`src/rtl/bse_pkg.sv`:
```
// Shared constants, types and helpers for the bitmap set engine.
package bse_pkg;

  localparam int WORDS     = 16;
  localparam int WORD_BITS = 64;
  localparam int ADDR_W    = $clog2(WORDS);
  localparam int CNT_W     = $clog2(WORDS + 1);
  localparam int OFS_W     = $clog2(WORD_BITS);
  localparam int BIT_W     = 10;
  localparam int BW_W      = BIT_W - OFS_W;
  localparam int FIRST_W   = 11;

  typedef enum logic [2:0] {
    FN_SET        = 3'd0,
    FN_TEST       = 3'd1,
    FN_CLEAR_ALL  = 3'd2,
    FN_EMPTY      = 3'd3,
    FN_OR_WORD    = 3'd4,
    FN_AND_WORD   = 3'd5,
    FN_FIRST_SET  = 3'd6,
    FN_SINGLE_BIT = 3'd7
  } func_t;

  typedef enum logic [1:0] {
    ST_IDLE,
    ST_READ,
    ST_EVAL
  } state_t;

  // Request bundle from the sequencer to the word store.
  typedef struct packed {
    logic [ADDR_W-1:0]    rd_addr;
    logic                 wr_en;
    logic [ADDR_W-1:0]    wr_addr;
    logic [WORD_BITS-1:0] wr_data;
    logic [WORDS-1:0]     clr_mask;
  } store_req_t;

  // Position of the lowest set bit; 0 for an all-zero word.
  function automatic logic [OFS_W-1:0] lowest_bit(input logic [WORD_BITS-1:0] v);
    logic [OFS_W-1:0] p;
    p = '0;
    for (int i = WORD_BITS - 1; i >= 0; i--) begin
      if (v[i]) begin
        p = OFS_W'(i);
      end
    end
    return p;
  endfunction

endpackage

```
`src/rtl/bse_store.sv`:
```
// Word store: synchronous memory with per-word valid bits for clearing words at once.
module bse_store (
  input  logic                          clk,
  input  logic                          rst_n,
  input  bse_pkg::store_req_t           req,
  output logic [bse_pkg::WORD_BITS-1:0] rd_data
);
  import bse_pkg::*;

  logic [WORD_BITS-1:0] mem [WORDS];
  logic [WORD_BITS-1:0] rd_data_r;
  logic                 rd_vld_r;
  logic [WORDS-1:0]     valid_r;
  logic [WORDS-1:0]     valid_nxt;

  always_comb begin
    valid_nxt = valid_r & ~req.clr_mask;
    if (req.wr_en) begin
      valid_nxt[req.wr_addr] = 1'b1;
    end
  end

  always_ff @(posedge clk) begin
    if (!rst_n) begin
      valid_r <= '0;
    end else begin
      valid_r <= valid_nxt;
    end
  end

  always_ff @(posedge clk) begin
    if (req.wr_en) begin
      mem[req.wr_addr] <= req.wr_data;
    end
    rd_data_r <= mem[req.rd_addr];
    rd_vld_r  <= valid_r[req.rd_addr];
  end

  // A word never written since its last clear reads as zero.
  assign rd_data = rd_vld_r ? rd_data_r : '0;

endmodule

```
`src/rtl/bitmap_set_engine.sv`:
```
// Top level of the bitmap set engine: command sequencer around the word store.
// Sequencing: clear_all, empty, out-of-range and trivially answered commands give their
//   result beat in the cycle after start; set, test, or_word and and_word pass through
//   ST_READ and ST_EVAL; first_set and single_bit repeat both per in-use word scanned.
// Throughput: one command at a time; busy stays high until the result beat is issued.
// Each read-evaluate step of the single store port goes through ST_READ, then ST_EVAL.
// Reset clears the in-use count and all word valid bits at once: no clearing pass.
// The result beat lasts exactly one cycle; the receiver cannot stall it.
module bitmap_set_engine (
  input  logic                          clk,
  input  logic                          rst_n,
  input  logic                          start,
  output logic                          busy,
  input  logic [2:0]                    in_func,
  input  logic [bse_pkg::BIT_W-1:0]     in_bit_index,
  input  logic [bse_pkg::ADDR_W-1:0]    in_word_index,
  input  logic [bse_pkg::WORD_BITS-1:0] in_word_value,
  input  logic                          in_last_word,
  output logic                          out_valid,
  output logic                          out_answer,
  output logic [bse_pkg::FIRST_W-1:0]   out_first_set,
  output logic [bse_pkg::CNT_W-1:0]     out_words_in_use,
  output logic                          out_out_of_range
);
  import bse_pkg::*;

  // Sequencer state and latched command.
  state_t               state_r, state_nxt;
  func_t                func_r, func_nxt;
  logic [BIT_W-1:0]     bit_r, bit_nxt;
  logic [ADDR_W-1:0]    widx_r, widx_nxt;
  logic [WORD_BITS-1:0] wval_r, wval_nxt;
  logic [ADDR_W-1:0]    idx_r, idx_nxt;
  logic [CNT_W-1:0]     count_r, count_nxt;

  // Result beat registers.
  logic                 out_valid_r, out_valid_nxt;
  logic                 answer_r, answer_nxt;
  logic [FIRST_W-1:0]   first_r, first_nxt;
  logic [CNT_W-1:0]     words_r, words_nxt;
  logic                 oor_r, oor_nxt;

  store_req_t           req;
  logic [WORD_BITS-1:0] word;

  // Decoded views of the command.
  logic [BW_W-1:0]      in_bw;
  logic [BW_W-1:0]      cur_bw;
  logic [WORD_BITS-1:0] cur_mask;
  logic                 last_scan;

  logic                 finish;
  logic                 ans;
  logic [FIRST_W-1:0]   fst;
  logic                 oor;

  bse_store u_store (
    .clk     (clk),
    .rst_n   (rst_n),
    .req     (req),
    .rd_data (word)
  );

  assign in_bw     = in_bit_index[BIT_W-1:OFS_W];
  assign cur_bw    = bit_r[BIT_W-1:OFS_W];
  assign cur_mask  = WORD_BITS'(1) << bit_r[OFS_W-1:0];
  assign last_scan = (CNT_W'(idx_r) + CNT_W'(1)) >= count_r;

  always_comb begin
    state_nxt     = state_r;
    func_nxt      = func_r;
    bit_nxt       = bit_r;
    widx_nxt      = widx_r;
    wval_nxt      = wval_r;
    idx_nxt       = idx_r;
    count_nxt     = count_r;
    out_valid_nxt = 1'b0;
    answer_nxt    = answer_r;
    first_nxt     = first_r;
    words_nxt     = words_r;
    oor_nxt       = oor_r;
    finish        = 1'b0;
    ans           = 1'b0;
    fst           = '0;
    oor           = 1'b0;
    req.rd_addr   = idx_r;
    req.wr_en     = 1'b0;
    req.wr_addr   = idx_r;
    req.wr_data   = word;
    req.clr_mask  = '0;

    case (state_r)
      ST_IDLE: begin
        if (start) begin
          // Latch the command beat.
          func_nxt = func_t'(in_func);
          bit_nxt  = in_bit_index;
          widx_nxt = in_word_index;
          wval_nxt = in_word_value;
          case (func_t'(in_func))
            FN_SET, FN_TEST: begin
              if (CNT_W'(in_bw) >= CNT_W'(WORDS)) begin
                oor    = 1'b1;
                finish = 1'b1;
              end else if (func_t'(in_func) == FN_TEST && CNT_W'(in_bw) >= count_r) begin
                // Bit lies outside the in-use words: answer is zero.
                finish = 1'b1;
              end else begin
                idx_nxt   = ADDR_W'(in_bw);
                state_nxt = ST_READ;
              end
            end
            FN_CLEAR_ALL: begin
              req.clr_mask = '1;
              finish       = 1'b1;
            end
            FN_EMPTY: begin
              req.clr_mask = '1;
              count_nxt    = '0;
              finish       = 1'b1;
            end
            FN_OR_WORD: begin
              if (CNT_W'(in_word_index) >= CNT_W'(WORDS)) begin
                oor    = 1'b1;
                finish = 1'b1;
              end else begin
                idx_nxt   = in_word_index;
                state_nxt = ST_READ;
              end
            end
            FN_AND_WORD: begin
              if (CNT_W'(in_word_index) >= CNT_W'(WORDS)) begin
                oor    = 1'b1;
                finish = 1'b1;
              end else begin
                // Trim every word above the final source word; those past the
                // count are zero already, so dropping them all is equivalent.
                if (in_last_word) begin
                  for (int i = 0; i < WORDS; i++) begin
                    req.clr_mask[i] = (i > int'(in_word_index));
                  end
                end
                if (CNT_W'(in_word_index) >= count_r) begin
                  finish = 1'b1;
                end else begin
                  idx_nxt   = in_word_index;
                  state_nxt = ST_READ;
                end
              end
            end
            FN_FIRST_SET: begin
              if (count_r == '0) begin
                finish = 1'b1;
              end else begin
                idx_nxt   = '0;
                state_nxt = ST_READ;
              end
            end
            FN_SINGLE_BIT: begin
              if (CNT_W'(in_bw) >= CNT_W'(WORDS)) begin
                oor    = 1'b1;
                finish = 1'b1;
              end else if (CNT_W'(in_bw) >= count_r) begin
                finish = 1'b1;
              end else begin
                idx_nxt   = '0;
                state_nxt = ST_READ;
              end
            end
            default: begin
              finish = 1'b1;
            end
          endcase
        end
      end

      ST_READ: begin
        // Store read issued at idx_r; data arrives next cycle.
        state_nxt = ST_EVAL;
      end

      ST_EVAL: begin
        case (func_r)
          FN_SET: begin
            req.wr_en   = 1'b1;
            req.wr_data = word | cur_mask;
            if (CNT_W'(cur_bw) >= count_r) begin
              count_nxt = CNT_W'(cur_bw) + CNT_W'(1);
            end
            finish = 1'b1;
          end
          FN_TEST: begin
            ans    = |(word & cur_mask);
            finish = 1'b1;
          end
          FN_OR_WORD: begin
            req.wr_en   = 1'b1;
            req.wr_data = word | wval_r;
            if (CNT_W'(widx_r) >= count_r) begin
              count_nxt = CNT_W'(widx_r) + CNT_W'(1);
            end
            finish = 1'b1;
          end
          FN_AND_WORD: begin
            req.wr_en   = 1'b1;
            req.wr_data = word & wval_r;
            finish      = 1'b1;
          end
          FN_FIRST_SET: begin
            if (word != '0) begin
              fst    = FIRST_W'({idx_r, lowest_bit(word)}) + FIRST_W'(1);
              finish = 1'b1;
            end else if (last_scan) begin
              finish = 1'b1;
            end else begin
              idx_nxt   = idx_r + ADDR_W'(1);
              state_nxt = ST_READ;
            end
          end
          FN_SINGLE_BIT: begin
            // The target word must hold exactly the bit; every other word is zero.
            if ((idx_r == ADDR_W'(cur_bw)) ? (word != cur_mask) : (word != '0)) begin
              finish = 1'b1;
            end else if (last_scan) begin
              ans    = 1'b1;
              finish = 1'b1;
            end else begin
              idx_nxt   = idx_r + ADDR_W'(1);
              state_nxt = ST_READ;
            end
          end
          default: begin
            finish = 1'b1;
          end
        endcase
      end

      default: begin
        state_nxt = ST_IDLE;
      end
    endcase

    if (finish) begin
      state_nxt     = ST_IDLE;
      out_valid_nxt = 1'b1;
      answer_nxt    = ans;
      first_nxt     = fst;
      words_nxt     = count_nxt;
      oor_nxt       = oor;
    end
  end

  always_ff @(posedge clk) begin
    if (!rst_n) begin
      state_r     <= ST_IDLE;
      count_r     <= '0;
      out_valid_r <= 1'b0;
    end else begin
      state_r     <= state_nxt;
      count_r     <= count_nxt;
      out_valid_r <= out_valid_nxt;
    end
  end

  always_ff @(posedge clk) begin
    func_r   <= func_nxt;
    bit_r    <= bit_nxt;
    widx_r   <= widx_nxt;
    wval_r   <= wval_nxt;
    idx_r    <= idx_nxt;
    answer_r <= answer_nxt;
    first_r  <= first_nxt;
    words_r  <= words_nxt;
    oor_r    <= oor_nxt;
  end

  assign busy             = (state_r != ST_IDLE);
  assign out_valid        = out_valid_r;
  assign out_answer       = answer_r;
  assign out_first_set    = first_r;
  assign out_words_in_use = words_r;
  assign out_out_of_range = oor_r;

endmodule
```
`config.mk`:
```
export PLATFORM = sky130hd
export DESIGN_NAME = bitmap_set_engine
export DESIGN_NICKNAME = d
export VERILOG_FILES = /design/src/rtl/bse_pkg.sv /design/src/rtl/bse_store.sv /design/src/rtl/bitmap_set_engine.sv
export SDC_FILE = /design/constraint.sdc
export NUM_CORES = 2
export LEC_CHECK = 0
export BUFFER_PORTS_ARGS = -buffer_cell sky130_fd_sc_hd__buf_2
export CORE_MARGIN = 8
export CORE_UTILIZATION = 60
export CTS_CLUSTER_DIAMETER = 60
export DETAILED_ROUTE_END_ITERATION = 8
export GPL_ROUTABILITY_DRIVEN = 1
export PLACE_DENSITY = 0.77
export REMOVE_ABC_BUFFERS = 1
export SYNTH_ARGS = -nofsm -noshare
export SYNTH_HDL_FRONTEND = slang
export SYNTH_SLANG_ARGS = --single-unit
```
`constraint.sdc`:
```
create_clock -name clk -period 20.4 [get_ports clk]
set_input_delay 1.02 -clock clk [delete_from_list [all_inputs] [get_ports clk]]
set_output_delay 1.02 -clock clk [all_outputs]
set_load 0.03 [all_outputs]
```
==> impl_metrics.ini <==
[outcome]
status = finished clean

[place]
dpl_cell_area_mm2 = 0.05192
place_hpwl_um = 84040
io_buffers = 103
place_congestion = 0.9773

[logic_synthesis]
netlist_area_mm2 = 0.04991
yosysSeqAreaShare = 0.7132
ys_warn_count = 0
synth_flop_cell = edfxtp_1
synth.area.mux_share = 0.1480
synth-compound-area-share = 0.04299
synth_top_area_share = 0.6775
synth-edff-count = 1126
avgSynthCellArea_um2 = 18.26
syn_inst = 2733
synth_top_family_by_area = multiplexers
synthDistinctLibCells = 77
synthSimpleGateAreaFrac = 0.05079
async_flop_share = 0
yosys-top-cells-area = edfxtp_1 (68%), mux4_2 (15%), dfxtp_1 (3.6%), ha_1 (2.2%), nand2_1 (1.2%)
synth-xor-area-share = 0.002457
yosysMostFrequentCell = edfxtp_1
yosys.area.top_type = edfxtp_1
synth_common_cells = edfxtp_1 (1126), mux4_2 (325), nand2_1 (160), nor2_1 (156), clkbuf_1 (102)
synth_fa_ha_area_frac = 0.02552
ys_ff_latch = 1215

[grt]
grt_max_degree = 139
grt_pass1_vias = 28310
overflow = 0
grt_use_total = 0.3005
grt_first_pass_wirelength_um = 202800
antenna_found_initial = 4

[route]
routedWlPerCell_um = 34.72
drt_first_pass_iters = 5
drc = 0
post_drt_via_cell_ratio = 7.009
vias = 28410
detail-route-antenna-nets = 0
routed_wl_um = 140700
drtIter0Drc = 3803

[critical_path]
start_kind = flop
setup.worst_path.end_class = flop
worst-setup-path-type = flop to flop
path_max_fanout = 87
cp.arrival_ps = 5310
reg2reg_slack_ps = 15430
critPathRequiredTime_ps = 20740

[cts]
cts_tree = done
clock_path_buffers = 3
ctsResizeCount = 0
clk_latency_ps = 700
cts-root-buf = clkbuf_16
clkTransAtPathRegs_ps = 60
clock-sinks = 1215
hold_buffers = 0
cts_made_buffers = 115
htree_levels = 3
post_cts_buffers = 0

[floorplan]
core_mm2 = 0.08224
ios = 105
chipHeight_um = 304.4
rows = 105
die_w_um = 304.4
dieArea_mm2 = 0.09267
initial_core_util = 0.6069

[cells_and_area]
seq_area_mm2 = 0.03560
area_delta_synth_final_pct = 11.54
n_fill_cell = 5136
fin_area_mm2 = 0.05567
fin_util = 0.6769
multi_input_area_mm2 = 0.01363
fin_nets = 3057
drive_gt1_frac = 0.2374

[power]
ir_worst_vdd_mv = 0.08755
switching_power_w = 0.001103
powerDensity_mw_per_mm2 = 91.10
power.leakage_nw = 20.93
power.internal_w = 0.003969
power_frac_comb = 0.046
pwr-share-clk = 0.412
switching_share = 0.2174
finalPower_w = 0.005071
seqPwrFrac = 0.543

[timing]
rsz0062_at_grt = false
period_needed_ps = 4966
max_freq_mhz = 201.4
finalHoldViolCount = 0
slew_headroom = 0.05769
fin_skew_ps = 37.48
setup_viol = 0
period_share = 0.2434
maxSlewViolCount = 0
tightest_slew_ps = 1413
setup_tns_ps = 0

[worst_hold_path]
hold_path.class = input pin to flop

[run]
cap_violations = 0
cell families (layout without fill, tap and decap cells):
kind of cell    count (synthesis)  count (layout)
compound gates                312             312
xor+xnor                       14              14
fa+ha+maj                     105             105
buf+inv                       225             474
flops                        1215            1215
mux                           331             331
other cells                     1               2
simple gates                  530             530
state kept, by name, summed over array words and instances, names as in the netlist:
name / count
u_store.rd_data_r: 64
widx_r: 4
out_first_set: 11
out_valid: 1
out_answer: 1
idx_r: 4
count_r: 5
out_words_in_use: 5
state_r: 2
u_store.rd_vld_r: 1
bit_r: 10
u_store.mem: 1024
wval_r: 64
u_store.valid_r: 16
func_r: 3
worst max-delay path, stage by stage (launching register included):
cell	delay, ps
dfxtp_2	320
buf_4	740
inv_1	640
nor2_1	300
ha_1	270
nor4_1	340
nand4_1	140
nor4_1	310
o2111ai_1	320
mux2_4	370
nor3_2	230
a22oi_1	170
nor2_1	430
cells in the final DEF, fill, tap and decap left out, types with 62 or more instances in the layout:
cell type and instances:
nor2_1 143, ha_1 89, clkbuf_16 116, a21oi_1 62, mux4_2 325, nand2_1 160, edfxtp_1 1126, dfxtp_1 88
buf_2 103, inv_1 83, buf_4 69
stage by stage:
step	hold slack, ps	cells	setup slack (ps)
after floorplan	456.0	2592	4436
after global placement	486.1	3835	15700
after detailed placement	504.7	3835	15600
after CTS	462.0	4051	15610
after global routing	463.6	4052	15290
final	495.5	4053	15430
per-layer routing:
layer | up-vias | routed length, um | GRT usage
met3 | 348 | 14750 | 0.05772
met2 | 1945 | 65700 | 0.4710
met4 | 0 | 5643 | 0.1048
met5 | - | 0 | 0
met1 | 14670 | 54610 | 0.4268
li1 | 11450 | - | -
path summary, 6_finish.rpt:
kind                      startpoint                 end  depth (start not counted)
setup / recovery    u_store.rd_vld_r            idx_r[1]                         12
hold / removal     in_word_value[50]          wval_r[50]                          1
setup reg to reg    u_store.rd_vld_r            idx_r[1]                         12
hold reg to reg   u_store.valid_r[9]  u_store.valid_r[9]                          2
cell type report:
type | count | share of cell area
multi-input cells | 1293 | 0.2448
repair buffers | 174 | 0.01928
clock inverters | 60 | 0.01029
inverters | 84 | 0.005664
diodes | 1 | 0.00004495
well taps | 1070 | 0.02405
flip-flops and latches | 1215 | 0.6394
clock buffers | 156 | 0.05646
power by group through the flow:
| stage | registers, W | logic [W] | clock network, W |
|---|---|---|---|
| CTS | 0.00275 | 0.000231 | 0.00211 |
| global route | 0.00275 | 0.000244 | 0.00221 |
| finish | 0.00275 | 0.000231 | 0.00209 |
| global placement | 0.00280 | 0.000226 | 0 |
| floorplan | 0.00282 | 0.000145 | 0 |
| detailed placement | 0.00280 | 0.000229 | 0 |
(Power assumes the default switching activity.)
